$ cat src/hdl/enpp_pkg.sv
package enpp_pkg;

	localparam logic [1:0] KIND_OPEN   = 2'd0;
	localparam logic [1:0] KIND_DATA   = 2'd1;
	localparam logic [1:0] KIND_CLOSE  = 2'd2;
	localparam logic [1:0] KIND_STATUS = 2'd3;

	localparam logic [2:0] ERR_NONE      = 3'd0;
	localparam logic [2:0] ERR_ESC_END   = 3'd1;
	localparam logic [2:0] ERR_UNMATCHED = 3'd2;
	localparam logic [2:0] ERR_TOO_DEEP  = 3'd3;
	localparam logic [2:0] ERR_UNCLOSED  = 3'd4;

	localparam logic [1:0] REG_START  = 2'd0;
	localparam logic [1:0] REG_END    = 2'd1;
	localparam logic [1:0] REG_ESCAPE = 2'd2;

	localparam logic [7:0] START_RESET  = 8'd254;
	localparam logic [7:0] END_RESET    = 8'd255;
	localparam logic [7:0] ESCAPE_RESET = 8'd253;

	localparam int PADDR_W = 4;

	typedef struct packed {
		logic wr;
		logic rd;
	} stack_cmd_t;

endpackage

$ cat src/hdl/enpp_if.sv
interface enpp_in_if;
	logic       valid;
	logic       ready;
	logic [7:0] raw_byte;
	logic       stream_last;

	modport source (output valid, output raw_byte, output stream_last, input ready);
	modport sink (input valid, input raw_byte, input stream_last, output ready);
endinterface

interface enpp_out_if;
	logic       valid;
	logic       ready;
	logic [1:0] event_kind;
	logic [7:0] event_value;
	logic [4:0] nest_depth;
	logic [2:0] error_code;

	modport source (output valid, output event_kind, output event_value,
		output nest_depth, output error_code, input ready);
	modport sink (input valid, input event_kind, input event_value,
		input nest_depth, input error_code, output ready);
endinterface

$ cat src/hdl/enpp_type_stack.sv
module enpp_type_stack #(
	parameter int DEPTH = 16,
	parameter int AW    = 4
) (
	input  logic                clk,
	input  enpp_pkg::stack_cmd_t cmd,
	input  logic [AW-1:0]       addr,
	input  logic [7:0]          wdata,
	output logic [7:0]          rdata
);

	logic [7:0] mem [DEPTH];
	logic [7:0] rdata_q;

	always_ff @(posedge clk) begin
		if (cmd.wr) begin
			mem[addr] <= wdata;
		end
	end

	// The read register holds its value until the next read.
	always_ff @(posedge clk) begin
		if (cmd.rd) begin
			rdata_q <= mem[addr];
		end
	end

	assign rdata = rdata_q;

endmodule

$ cat src/hdl/escaped_nested_node_parser_unit.sv
// Channel   Dir  Payload                                          Transfer
// in_ch     in   raw_byte[7:0], stream_last                       valid & ready
// out_ch    out  event_kind, event_value, nest_depth, error_code   valid & ready
// APB       in   start/end/escape marker registers at 0x0/0x4/0x8  psel & penable & pwrite
//
// One byte is taken every cycle while input ready is high; a result is registered in the
// stage register and then in the output register. The type stack is a single-port memory;
// a close reads it at transfer time and the data is merged in the stage that follows.
// Reset loads the marker registers with their defaults and clears the parse
// state and both pipeline valids.
// A stalled output holds both stages; input ready drops only when both are full.
module escaped_nested_node_parser_unit #(
	parameter int MAX_DEPTH = 16
) (
	input  logic                          clk,
	input  logic                          arst_n,
	enpp_in_if.sink                       in_ch,
	enpp_out_if.source                    out_ch,
	input  logic                          psel,
	input  logic                          penable,
	input  logic                          pwrite,
	input  logic [enpp_pkg::PADDR_W-1:0]  paddr,
	input  logic [31:0]                   pwdata,
	output logic [31:0]                   prdata,
	output logic                          pready
);

	localparam int CW = $clog2(MAX_DEPTH + 1);
	localparam int AW = (MAX_DEPTH > 1) ? $clog2(MAX_DEPTH) : 1;
	localparam logic [CW-1:0] MaxCnt = CW'(MAX_DEPTH);

	// Configuration registers.
	logic [7:0] start_q, end_q, esc_q;
	logic       cfg_wr;
	logic [1:0] cfg_idx;

	assign pready  = 1'b1;
	assign cfg_wr  = psel & penable & pwrite;
	assign cfg_idx = paddr[3:2];

	always_ff @(posedge clk or negedge arst_n) begin
		if (!arst_n) begin
			start_q <= enpp_pkg::START_RESET;
			end_q   <= enpp_pkg::END_RESET;
			esc_q   <= enpp_pkg::ESCAPE_RESET;
		end else if (cfg_wr) begin
			case (cfg_idx)
				enpp_pkg::REG_START:  start_q <= pwdata[7:0];
				enpp_pkg::REG_END:    end_q   <= pwdata[7:0];
				enpp_pkg::REG_ESCAPE: esc_q   <= pwdata[7:0];
				default: ;
			endcase
		end
	end

	always_comb begin
		case (cfg_idx)
			enpp_pkg::REG_START:  prdata = {24'd0, start_q};
			enpp_pkg::REG_END:    prdata = {24'd0, end_q};
			enpp_pkg::REG_ESCAPE: prdata = {24'd0, esc_q};
			default:              prdata = 32'd0;
		endcase
	end

	// Parse state.
	logic          esc_pend_q, await_q;
	logic [CW-1:0] cnt_q;

	// Pipeline stage and output register.
	logic          s1_valid_s1, s1_pop_s1;
	logic [1:0]    kind_s1;
	logic [7:0]    value_s1;
	logic [4:0]    depth_s1;
	logic [2:0]    err_s1;
	logic          out_valid_q;
	logic [1:0]    out_kind_q;
	logic [7:0]    out_value_q;
	logic [4:0]    out_depth_q;
	logic [2:0]    out_err_q;

	logic s1_adv, acc;

	assign s1_adv      = s1_valid_s1 & (~out_valid_q | out_ch.ready);
	assign in_ch.ready = ~s1_valid_s1 | ~out_valid_q | out_ch.ready;
	assign acc         = in_ch.valid & in_ch.ready;

	// Per-byte decode.
	logic [7:0]    b;
	logic          last;
	logic          have, push, pop, nxt_esc, nxt_await;
	logic [1:0]    kind;
	logic [7:0]    value;
	logic [2:0]    err;
	logic [CW-1:0] nxt_cnt, cnt_dec;
	logic [CW+4:0] depth_ext;

	assign b       = in_ch.raw_byte;
	assign last    = in_ch.stream_last;
	assign cnt_dec = cnt_q - CW'(1);

	always_comb begin
		have      = 1'b0;
		push      = 1'b0;
		pop       = 1'b0;
		kind      = enpp_pkg::KIND_STATUS;
		value     = 8'd0;
		err       = enpp_pkg::ERR_NONE;
		nxt_cnt   = cnt_q;
		nxt_esc   = esc_pend_q;
		nxt_await = await_q;
		if (await_q) begin
			nxt_await = 1'b0;
			have      = 1'b1;
			if (cnt_q < MaxCnt) begin
				push    = 1'b1;
				nxt_cnt = cnt_q + CW'(1);
				kind    = enpp_pkg::KIND_OPEN;
				value   = b;
			end else begin
				err = enpp_pkg::ERR_TOO_DEEP;
			end
		end else if (esc_pend_q) begin
			nxt_esc = 1'b0;
			have    = 1'b1;
			kind    = enpp_pkg::KIND_DATA;
			value   = b;
		end else if (b == esc_q) begin
			if (last) begin
				err  = enpp_pkg::ERR_ESC_END;
				have = 1'b1;
			end else begin
				nxt_esc = 1'b1;
			end
		end else if (b == start_q) begin
			if (last) begin
				err  = enpp_pkg::ERR_UNCLOSED;
				have = 1'b1;
			end else begin
				nxt_await = 1'b1;
			end
		end else if (b == end_q) begin
			have = 1'b1;
			if (cnt_q == '0) begin
				err = enpp_pkg::ERR_UNMATCHED;
			end else begin
				pop     = 1'b1;
				nxt_cnt = cnt_dec;
				kind    = enpp_pkg::KIND_CLOSE;
			end
		end else begin
			have  = 1'b1;
			kind  = enpp_pkg::KIND_DATA;
			value = b;
		end
		if (last) begin
			have = 1'b1;
			if (err == enpp_pkg::ERR_NONE && nxt_cnt != '0) begin
				err = enpp_pkg::ERR_UNCLOSED;
			end
		end
	end

	assign depth_ext = {5'd0, nxt_cnt};

	// Type stack. A push and a pop never share a cycle, and a pop in the cycle
	// after a push reads the entry that the push has already written.
	enpp_pkg::stack_cmd_t stk_cmd;
	logic [AW-1:0]        stk_addr;
	logic [7:0]           stk_rdata;

	assign stk_cmd.wr = acc & push;
	assign stk_cmd.rd = acc & pop;
	assign stk_addr   = pop ? cnt_dec[AW-1:0] : cnt_q[AW-1:0];

	enpp_type_stack #(
		.DEPTH(MAX_DEPTH),
		.AW   (AW)
	) u_stack (
		.clk  (clk),
		.cmd  (stk_cmd),
		.addr (stk_addr),
		.wdata(b),
		.rdata(stk_rdata)
	);

	always_ff @(posedge clk or negedge arst_n) begin
		if (!arst_n) begin
			esc_pend_q <= 1'b0;
			await_q    <= 1'b0;
			cnt_q      <= '0;
		end else if (acc) begin
			esc_pend_q <= nxt_esc & ~last;
			await_q    <= nxt_await & ~last;
			cnt_q      <= last ? '0 : nxt_cnt;
		end
	end

	always_ff @(posedge clk or negedge arst_n) begin
		if (!arst_n) begin
			s1_valid_s1 <= 1'b0;
		end else if (acc & have) begin
			s1_valid_s1 <= 1'b1;
		end else if (s1_adv) begin
			s1_valid_s1 <= 1'b0;
		end
	end

	always_ff @(posedge clk) begin
		if (acc & have) begin
			kind_s1   <= kind;
			value_s1  <= value;
			depth_s1  <= depth_ext[4:0];
			err_s1    <= err;
			s1_pop_s1 <= pop;
		end
	end

	always_ff @(posedge clk or negedge arst_n) begin
		if (!arst_n) begin
			out_valid_q <= 1'b0;
		end else if (s1_adv) begin
			out_valid_q <= 1'b1;
		end else if (out_ch.ready) begin
			out_valid_q <= 1'b0;
		end
	end

	always_ff @(posedge clk) begin
		if (s1_adv) begin
			out_kind_q  <= kind_s1;
			out_value_q <= s1_pop_s1 ? stk_rdata : value_s1;
			out_depth_q <= depth_s1;
			out_err_q   <= err_s1;
		end
	end

	assign out_ch.valid       = out_valid_q;
	assign out_ch.event_kind  = out_kind_q;
	assign out_ch.event_value = out_value_q;
	assign out_ch.nest_depth  = out_depth_q;
	assign out_ch.error_code  = out_err_q;

endmodule

$ cat src/flat_wrapper.sv
// flat-port wrapper written by rule: the top's interface ports become plain ports
module escaped_nested_node_parser_unit_flat 
#(
	parameter int MAX_DEPTH = 16
)
  (clk, arst_n, psel, penable, pwrite, paddr, pwdata, prdata, pready, in_ch_valid, in_ch_raw_byte, in_ch_stream_last, in_ch_ready, out_ch_valid, out_ch_event_kind, out_ch_event_value, out_ch_nest_depth, out_ch_error_code, out_ch_ready);
  enpp_in_if in_ch_i ();
  enpp_out_if out_ch_i ();
  input  logic clk;
  input  logic arst_n;
  input  logic psel;
  input  logic penable;
  input  logic pwrite;
  input  logic [enpp_pkg::PADDR_W-1:0] paddr;
  input  logic [31:0] pwdata;
  output logic [31:0] prdata;
  output logic pready;
  input wire logic [$bits(in_ch_i.valid)-1:0] in_ch_valid;
  input wire logic [$bits(in_ch_i.raw_byte)-1:0] in_ch_raw_byte;
  input wire logic [$bits(in_ch_i.stream_last)-1:0] in_ch_stream_last;
  output wire logic [$bits(in_ch_i.ready)-1:0] in_ch_ready;
  output wire logic [$bits(out_ch_i.valid)-1:0] out_ch_valid;
  output wire logic [$bits(out_ch_i.event_kind)-1:0] out_ch_event_kind;
  output wire logic [$bits(out_ch_i.event_value)-1:0] out_ch_event_value;
  output wire logic [$bits(out_ch_i.nest_depth)-1:0] out_ch_nest_depth;
  output wire logic [$bits(out_ch_i.error_code)-1:0] out_ch_error_code;
  input wire logic [$bits(out_ch_i.ready)-1:0] out_ch_ready;
  assign in_ch_i.valid = in_ch_valid;
  assign in_ch_i.raw_byte = in_ch_raw_byte;
  assign in_ch_i.stream_last = in_ch_stream_last;
  assign in_ch_ready = in_ch_i.ready;
  assign out_ch_valid = out_ch_i.valid;
  assign out_ch_event_kind = out_ch_i.event_kind;
  assign out_ch_event_value = out_ch_i.event_value;
  assign out_ch_nest_depth = out_ch_i.nest_depth;
  assign out_ch_error_code = out_ch_i.error_code;
  assign out_ch_i.ready = out_ch_ready;
  escaped_nested_node_parser_unit #(.MAX_DEPTH(MAX_DEPTH)) u_core (.clk(clk), .arst_n(arst_n), .in_ch(in_ch_i), .out_ch(out_ch_i), .psel(psel), .penable(penable), .pwrite(pwrite), .paddr(paddr), .pwdata(pwdata), .prdata(prdata), .pready(pready));
endmodule
$ cat config.mk
export PLATFORM = sky130hd
export DESIGN_NAME = escaped_nested_node_parser_unit_flat
export DESIGN_NICKNAME = d
export VERILOG_FILES = /design/src/hdl/enpp_pkg.sv /design/src/hdl/enpp_if.sv /design/src/hdl/enpp_type_stack.sv /design/src/hdl/escaped_nested_node_parser_unit.sv /design/src/flat_wrapper.sv
export SDC_FILE = /design/constraint.sdc
export NUM_CORES = 1
export LEC_CHECK = 0
export BUFFER_PORTS_ARGS = -buffer_cell sky130_fd_sc_hd__clkbuf_2
export CAP_MARGIN = 20
export CORE_MARGIN = 1.5
export CORE_UTILIZATION = 59
export CTS_CLUSTER_SIZE = 10
export DETAILED_ROUTE_END_ITERATION = 16
export PLACE_DENSITY = 0.8
export SYNTH_ARGS = -nofsm -noshare
export SYNTH_HDL_FRONTEND = slang
export SYNTH_SLANG_ARGS = --single-unit
$ cat constraint.sdc
create_clock -name clk -period 5 [get_ports clk]
set_input_delay 0 -clock clk [delete_from_list [all_inputs] [get_ports clk]]
set_output_delay 0 -clock clk [all_outputs]
set_load 0.01 [all_outputs]
After elaboration in Yosys (flattened, before gate mapping). Memories as Yosys holds them, arrays and structs flattened. A register that Yosys moved wholly into a read port is not among the register bits. Index checks and enable logic that the tools add are counted.

Add/subtract/negate cells: 2. $lt $le $gt $ge: 1. Equality and inequality tests: 5. Mux-type cells: 62. Bitwise gates (word level): 15. Reduce and logical (&&, ||, !) cells: 10.

Operators with widths (count): $mux W8 (7); $mux W5 (8); $mux W1 (29); $eq A8 B8 Y1 (3); $mux W3 (8); $pmux W8 S3 (1); $mux W2 (8); $and A1 B1 Y1 (9); $reduce_and A2 Y1 (3); $add A5 B1 Y5 const B (1); $logic_not A5 Y1 (1); $lt A5 B5 Y1 const B (1); $reduce_bool A5 Y1 (1); $sub A5 B1 Y5 const B (1); $mux W4 (1); $reduce_bool A2 Y1 (2); $logic_not A3 Y1 (1); $not A1 Y1 (3); $or A1 B1 Y1 (3); $eq A2 B1 Y1 const B (1); $eq A2 B2 Y1 const B (1); $logic_not A2 Y1 (1); $logic_and A1 B1 Y1 (1).

Register bits after elaboration: 70. Memory bits (writable): 128. Input bits: 52. Output and inout port bits: 53. Logic and storage cells: 113. Memories: 1.

Memory list: u_core.u_stack.mem (words 16, bits a word 8, rd ports 1, clocked after Yosys merged registers in 1, wr ports 1, RTL line enpp_type_stack.sv:12) `logic [7:0] mem [DEPTH];`.

Longest topological paths before layout.
Depth after elaboration: 11. Mapped depth: 16. Gate-level depth less buffers: 10.

Cells and area by module. From an unflattened synthesis, not the netlist that was laid out.

Cell total of the unflattened synthesis: 519. Area, all modules: 8744.6 µm².

Modules (own cells, without submodules): enpp_type_stack (instances 1, cells each 230, area each 5147.4 µm², seq. area each 4083.9 µm²); escaped_nested_node_parser_unit (instances 1, cells each 289, area each 3597.2 µm², seq. area each 1964.4 µm²).

Least setup slack after synthesis. OpenSTA, ideal clock, no wires.

Path kind: reg-to-reg. Start: register u_core.cnt_q[1]. End: memory u_core.u_stack.mem[1][0] (enable). Setup time: 0.383 ns. Arrival: 3.584 ns. Required time: 4.617 ns. Setup slack: 1.033 ns. Cell stages (with the launch flop): 15. Buffers on the path: 6. Period minus slack after synthesis: 3.967 ns. Cells stage by stage: dfrtp_1 > clkbuf_1 > inv_1 > clkbuf_1 > clkbuf_1 > ha_1 > clkbuf_1 > nor4b_2 > nand2b_1 > or3_1 > buf_2 > o41ai_1 > a21oi_1 > clkbuf_1 > nor3_1.

Cells in the longest elaborated chain, start to end: 8. Elaborated cells between the ends (all ways): 15. Classes of those cells: 1 x add/sub; 1 x order compare; 11 x mux; 1 x bitwise; 1 x reduce/logical.

RTL lines: start, declared (RTL line escaped_nested_node_parser_unit.sv:67) `logic [CW-1:0] cnt_q;`; start signal, assigned (RTL line escaped_nested_node_parser_unit.sv:194) `cnt_q <= last ? '0 : nxt_cnt;`; parallel branches: the longest is 8 deep, another holds $lt A5 B5 Y1; end, declared (RTL line enpp_type_stack.sv:12).

Parallel ways; which one is timed is not known.

Worst setup path after layout.
Start: register u_core.cnt_q[1]. End: memory u_core.u_stack.mem[4][5] (enable).

The elaborated chain is that of the path after synthesis.

==> summary.md <==
| Metric | Value |
|---|---|
| Top Ports | `between 100 and 150` |
| Critical Path AT | `roughly 4.5 ns` |
| Root Driver | `clkbuf_16` |
| FFs w/ async S/R, synth | `0.1602` |
| Routed wire per std cell | `23.15 um` |
| Reg clk slew, reported paths | `0.06 ns` |
| Worst setup EP type | `flop` |
| Max-slew violations | `0` |
| Die area | `0.01753 mm2` |
| Run status | `finished, final reports clean` |
| Final min period | `~4.4 ns` |
| DP HPWL | `15460 um` |
| Kind of critical path | `flop to flop` |
| Core region area | `about 0.016 mm2` |
| Cell Rows | `47` |
| PortBufs | `53` |
| Req. time, crit path | `5.14 ns` |
| Total setup buffers inserted after CTS | `0` |
| Max cap viols | `0` |
| Count of final setup violators | `0` |
| Synth-to-Final Area Change | `12.05%` |
| DRC Markers | `0` |
| Layout fillers | `about 1100` |
| Syn avg cell area | `about 13 um2` |
| Hold WS | `approximately 0.08 ns` |
| Clk Latency, worst-skew pair | `roughly 0.52 ns` |
| Hold Fails Final Rpt | `0` |
| R2R setup slack | `0.62 ns` |
| # diodes | `0` |
| Largest net degree at the start of global routing | `between 60 and 70` |
| VDD IR-drop max | `between 0.2 and 0.25 mV` |
| CTS buffer count | `24` |
| Placed Instances | `1018` |
| Number of synthesized flops with an enable pin | `173` |
| First-pass iteration count of the detailed router | `7` |
| Worst Hold Class | `input port to flop` |
| Worst slew pin tran | `1.008 ns` |
| Worst hold path depth | `1` |
| Slowest stage delay, CP | `0.74 ns` |
| Critical Path Start Type | `flop` |
| Most frequent cells in the layout | `edfxtp_1 (173), clkbuf_2 (53), nand2_1 (42)` |
| Setup TNS | `0 ns` |
| Power density cells | `between 300 and 400 mW/mm2` |
| Via count | `7299` |
| Global Route Usage Sum | `0.2820` |
| Top Metal Used | `met4` |
| CP max stage cell | `nor3_2` |
| H-tree lvl count | `1` |
| Grt ovf | `0` |
| CTS hold repair buffers | `12` |
| Die X-Extent | `approximately 130 um` |
| Final non-filler cell total | `approximately 1100` |
| Share of layout cells above drive strength 1 | `0.2272` |
| First-pass GRT wire length | `38550 um` |
| Length of routed wiring on met1 | `around 9200 um` |
| Clock Sinks | `a little over 200` |
| Final worst path period share | `0.8756` |
| #FFs+latches synth | `between 200 and 250` |
| Routed met3 length | `around 2600 um` |
| Leak pwr | `around 3.9 nW` |
| Met2 WL | `around 12000 um` |
| Post-Route WL | `~25000 um` |
| Synth cell types | `62` |
| Initial antenna violation count | `0` |
| RSZ-0062 raised after global routing | `no` |
| Crit-path max FO | `14` |
| Layout Utilization | `0.6721` |
| Reg2reg path depth | `8` |
| Starting Density | `0.5998` |
| Die H | `132.4 um` |
| PostCTS Resize Cnt | `0` |
| Clk_skew | `between 0.01 and 0.015 ns` |
| TritonCTS clock tree | `yes` |
| Commonest non-fill, non-tap cell in the layout | `edfxtp_1` |
| Vias in the first global route | `6986` |
| Max_slew headroom | `0.3278` |
| Nets | `roughly 890` |
| Synth warnings | `0` |
| Synthesized instance count | `780` |
| RePlAce Congestion | `0.8850` |
| CTS Buffer Depth | `3` |
| Commonest register cell after synthesis | `edfxtp_1` |
| Number of nets with antenna violations after routing | `0` |
| Vias per cell | `approximately 6.9` |
| Cell Area, Synth | `0.009877 mm2` |
| Fmax | `~0.23 GHz` |
| Initial drt markers | `1096` |
| Sequential element share of the synthesized area | `0.6124` |
| Tot Pwr | `3.839 mW` |
| Crit-path cells | `inv_1, ha_1, nor4b_2, nand2b_1, nor3_2, and3_1, o21bai_1, nor2_1` |
-- state kept, by name, summed over array words and instances (netlist names) --
name	cells
u_core.out_ch.event_kind	2
u_core.u_stack.mem	128
u_core.value_s1	8
u_core.out_ch.error_code	3
u_core.out_ch.nest_depth	5
u_core.cnt_q	5
u_core.s1_pop_s1	1
u_core.out_ch.valid	1
u_core.out_ch.event_value	8
u_core.u_stack.rdata	8
u_core.await_q	1
u_core.kind_s1	2
u_core.esc_q	8
u_core.start_q	8
u_core.s1_valid_s1	1
u_core.err_s1	3
u_core.depth_s1	5
u_core.esc_pend_q	1
u_core.end_q	8
-- layout make-up --
| type | instances | area (um2) | share of cell area |
|---|---|---|---|
| clock buffer | 33 | 644.4 | 0.05822 |
| clock inverter | 1 | 16.27 | 0.001470 |
| inverter | 9 | 33.78 | 0.003053 |
| multi-input combinational | 504 | 3465 | 0.3131 |
| sequential | 206 | 6050 | 0.5466 |
| tap | 220 | 275.3 | 0.02487 |
| timing repair buffer | 92 | 583.1 | 0.05268 |
-- stage by stage --
step / setup slack (ns) / area (um2)
6_report: 0.6221 / 11070
5_1_grt: 0.4586 / 11070
4_1_cts: 0.7542 / 11060
3_5_place_dp: 0.7993 / 10280
3_3_place_gp: 0.9763 / 10270
2_1_floorplan: 1.033 / 9963
-- worst max-delay path: cells and delay by family, from the launching register on --
kind	cells	cell delay, ns
compound gates	1	0.29
fa+ha+maj	1	0.32
buf+inv	1	0.13
flops	1	0.67
simple gates	5	2.57
-- synthesized netlist by cell type, drive strengths merged (2+ instances only) --
cell    instances  area [um2]
dfstp          22       578.1
nor2           26       97.59
or2             3       18.77
mux2i          10       100.1
xor2            9       78.83
a22oi          32       240.2
nor4            4       46.29
nor3b          13       97.59
conb            2       7.510
o211ai          2       20.02
a31o           17       148.9
nor3           18       95.09
a32oi          20       175.2
or4            11       86.33
nand4           4       25.02
xnor2          19       166.4
and2           12       75.07
nor2b           3       18.77
nand2b          4       25.02
a21oi          28       140.1
nand3b          2       15.01
a22o           23       201.4
buf            38       269.0
o41ai           2       17.52
clkbuf         46       172.7
nand3          25       125.1
and3           22       142.6
ha              2       25.02
o21ai          27       135.1
nand2          42       157.7
o32ai           8       92.59
a21boi          2       15.02
o22ai           5       31.28
inv             9       33.78
mux2           32       360.4
a31oi          33       206.5
nor4b           5       56.31
dfrtp          11       275.3
or3             3       18.77
edfxtp        173        5195
a21o            2       15.01
o21bai          3       22.52
-- layer usage --
metal / track usage / up-vias
met1: 0.3747 / 3582
met5: 0 / -
met2: 0.4671 / 538
met4: 0.1215 / 0
met3: 0.04229 / 79
li1: - / 3100
-- cells by family (layout without fill, tap and decap cells) --
| logic type | count (synthesis) | count (layout) | share of synthesized area |
|---|---|---|---|
| AOI/OAI and AO/OA | 208 | 208 | 0.1514 |
| DFF | 206 | 206 | 0.6124 |
| and+or+nand+nor | 199 | 199 | 0.1134 |
| buffers and inverters | 93 | 135 | 0.04814 |
| muxes | 42 | 42 | 0.04662 |
| xor gates and xnor gates | 28 | 28 | 0.02483 |
| adders and majority gates | 2 | 2 | 0.002533 |
| other | 2 | 25 | 0.0007604 |
-- power breakdown --
part	internal (mW)	leakage, nW	switching (mW)	total, mW
combinational	0.129	1.64	0.165	0.294
clock	0.884	0.319	0.630	1.51
sequential	1.98	1.95	0.0557	2.03
total	2.99	3.91	0.850	3.84
-- worst paths after layout --
| kind | from | endpoint |
|---|---|---|
| max in group asynchronous | arst_n | u_core.cnt_q[0]$_DFFE_PN0P_ |
| setup / recovery | u_core.cnt_q[1]$_DFFE_PN0P_ | u_core.u_stack.mem[4][5]$_DFFE_PP_ |
| setup reg to reg | u_core.cnt_q[1]$_DFFE_PN0P_ | u_core.u_stack.mem[4][5]$_DFFE_PP_ |
| min in group asynchronous | arst_n | u_core.esc_q[1]$_DFFE_PN0P_ |
| hold reg to reg | u_core.depth_s1[2]$_DFFE_PP_ | u_core.out_ch.nest_depth[2]$_DFFE_PP_ |
| hold / removal | in_ch_raw_byte[2] | u_core.u_stack.mem[4][2]$_DFFE_PP_ |
(Power assumes the default switching activity.)
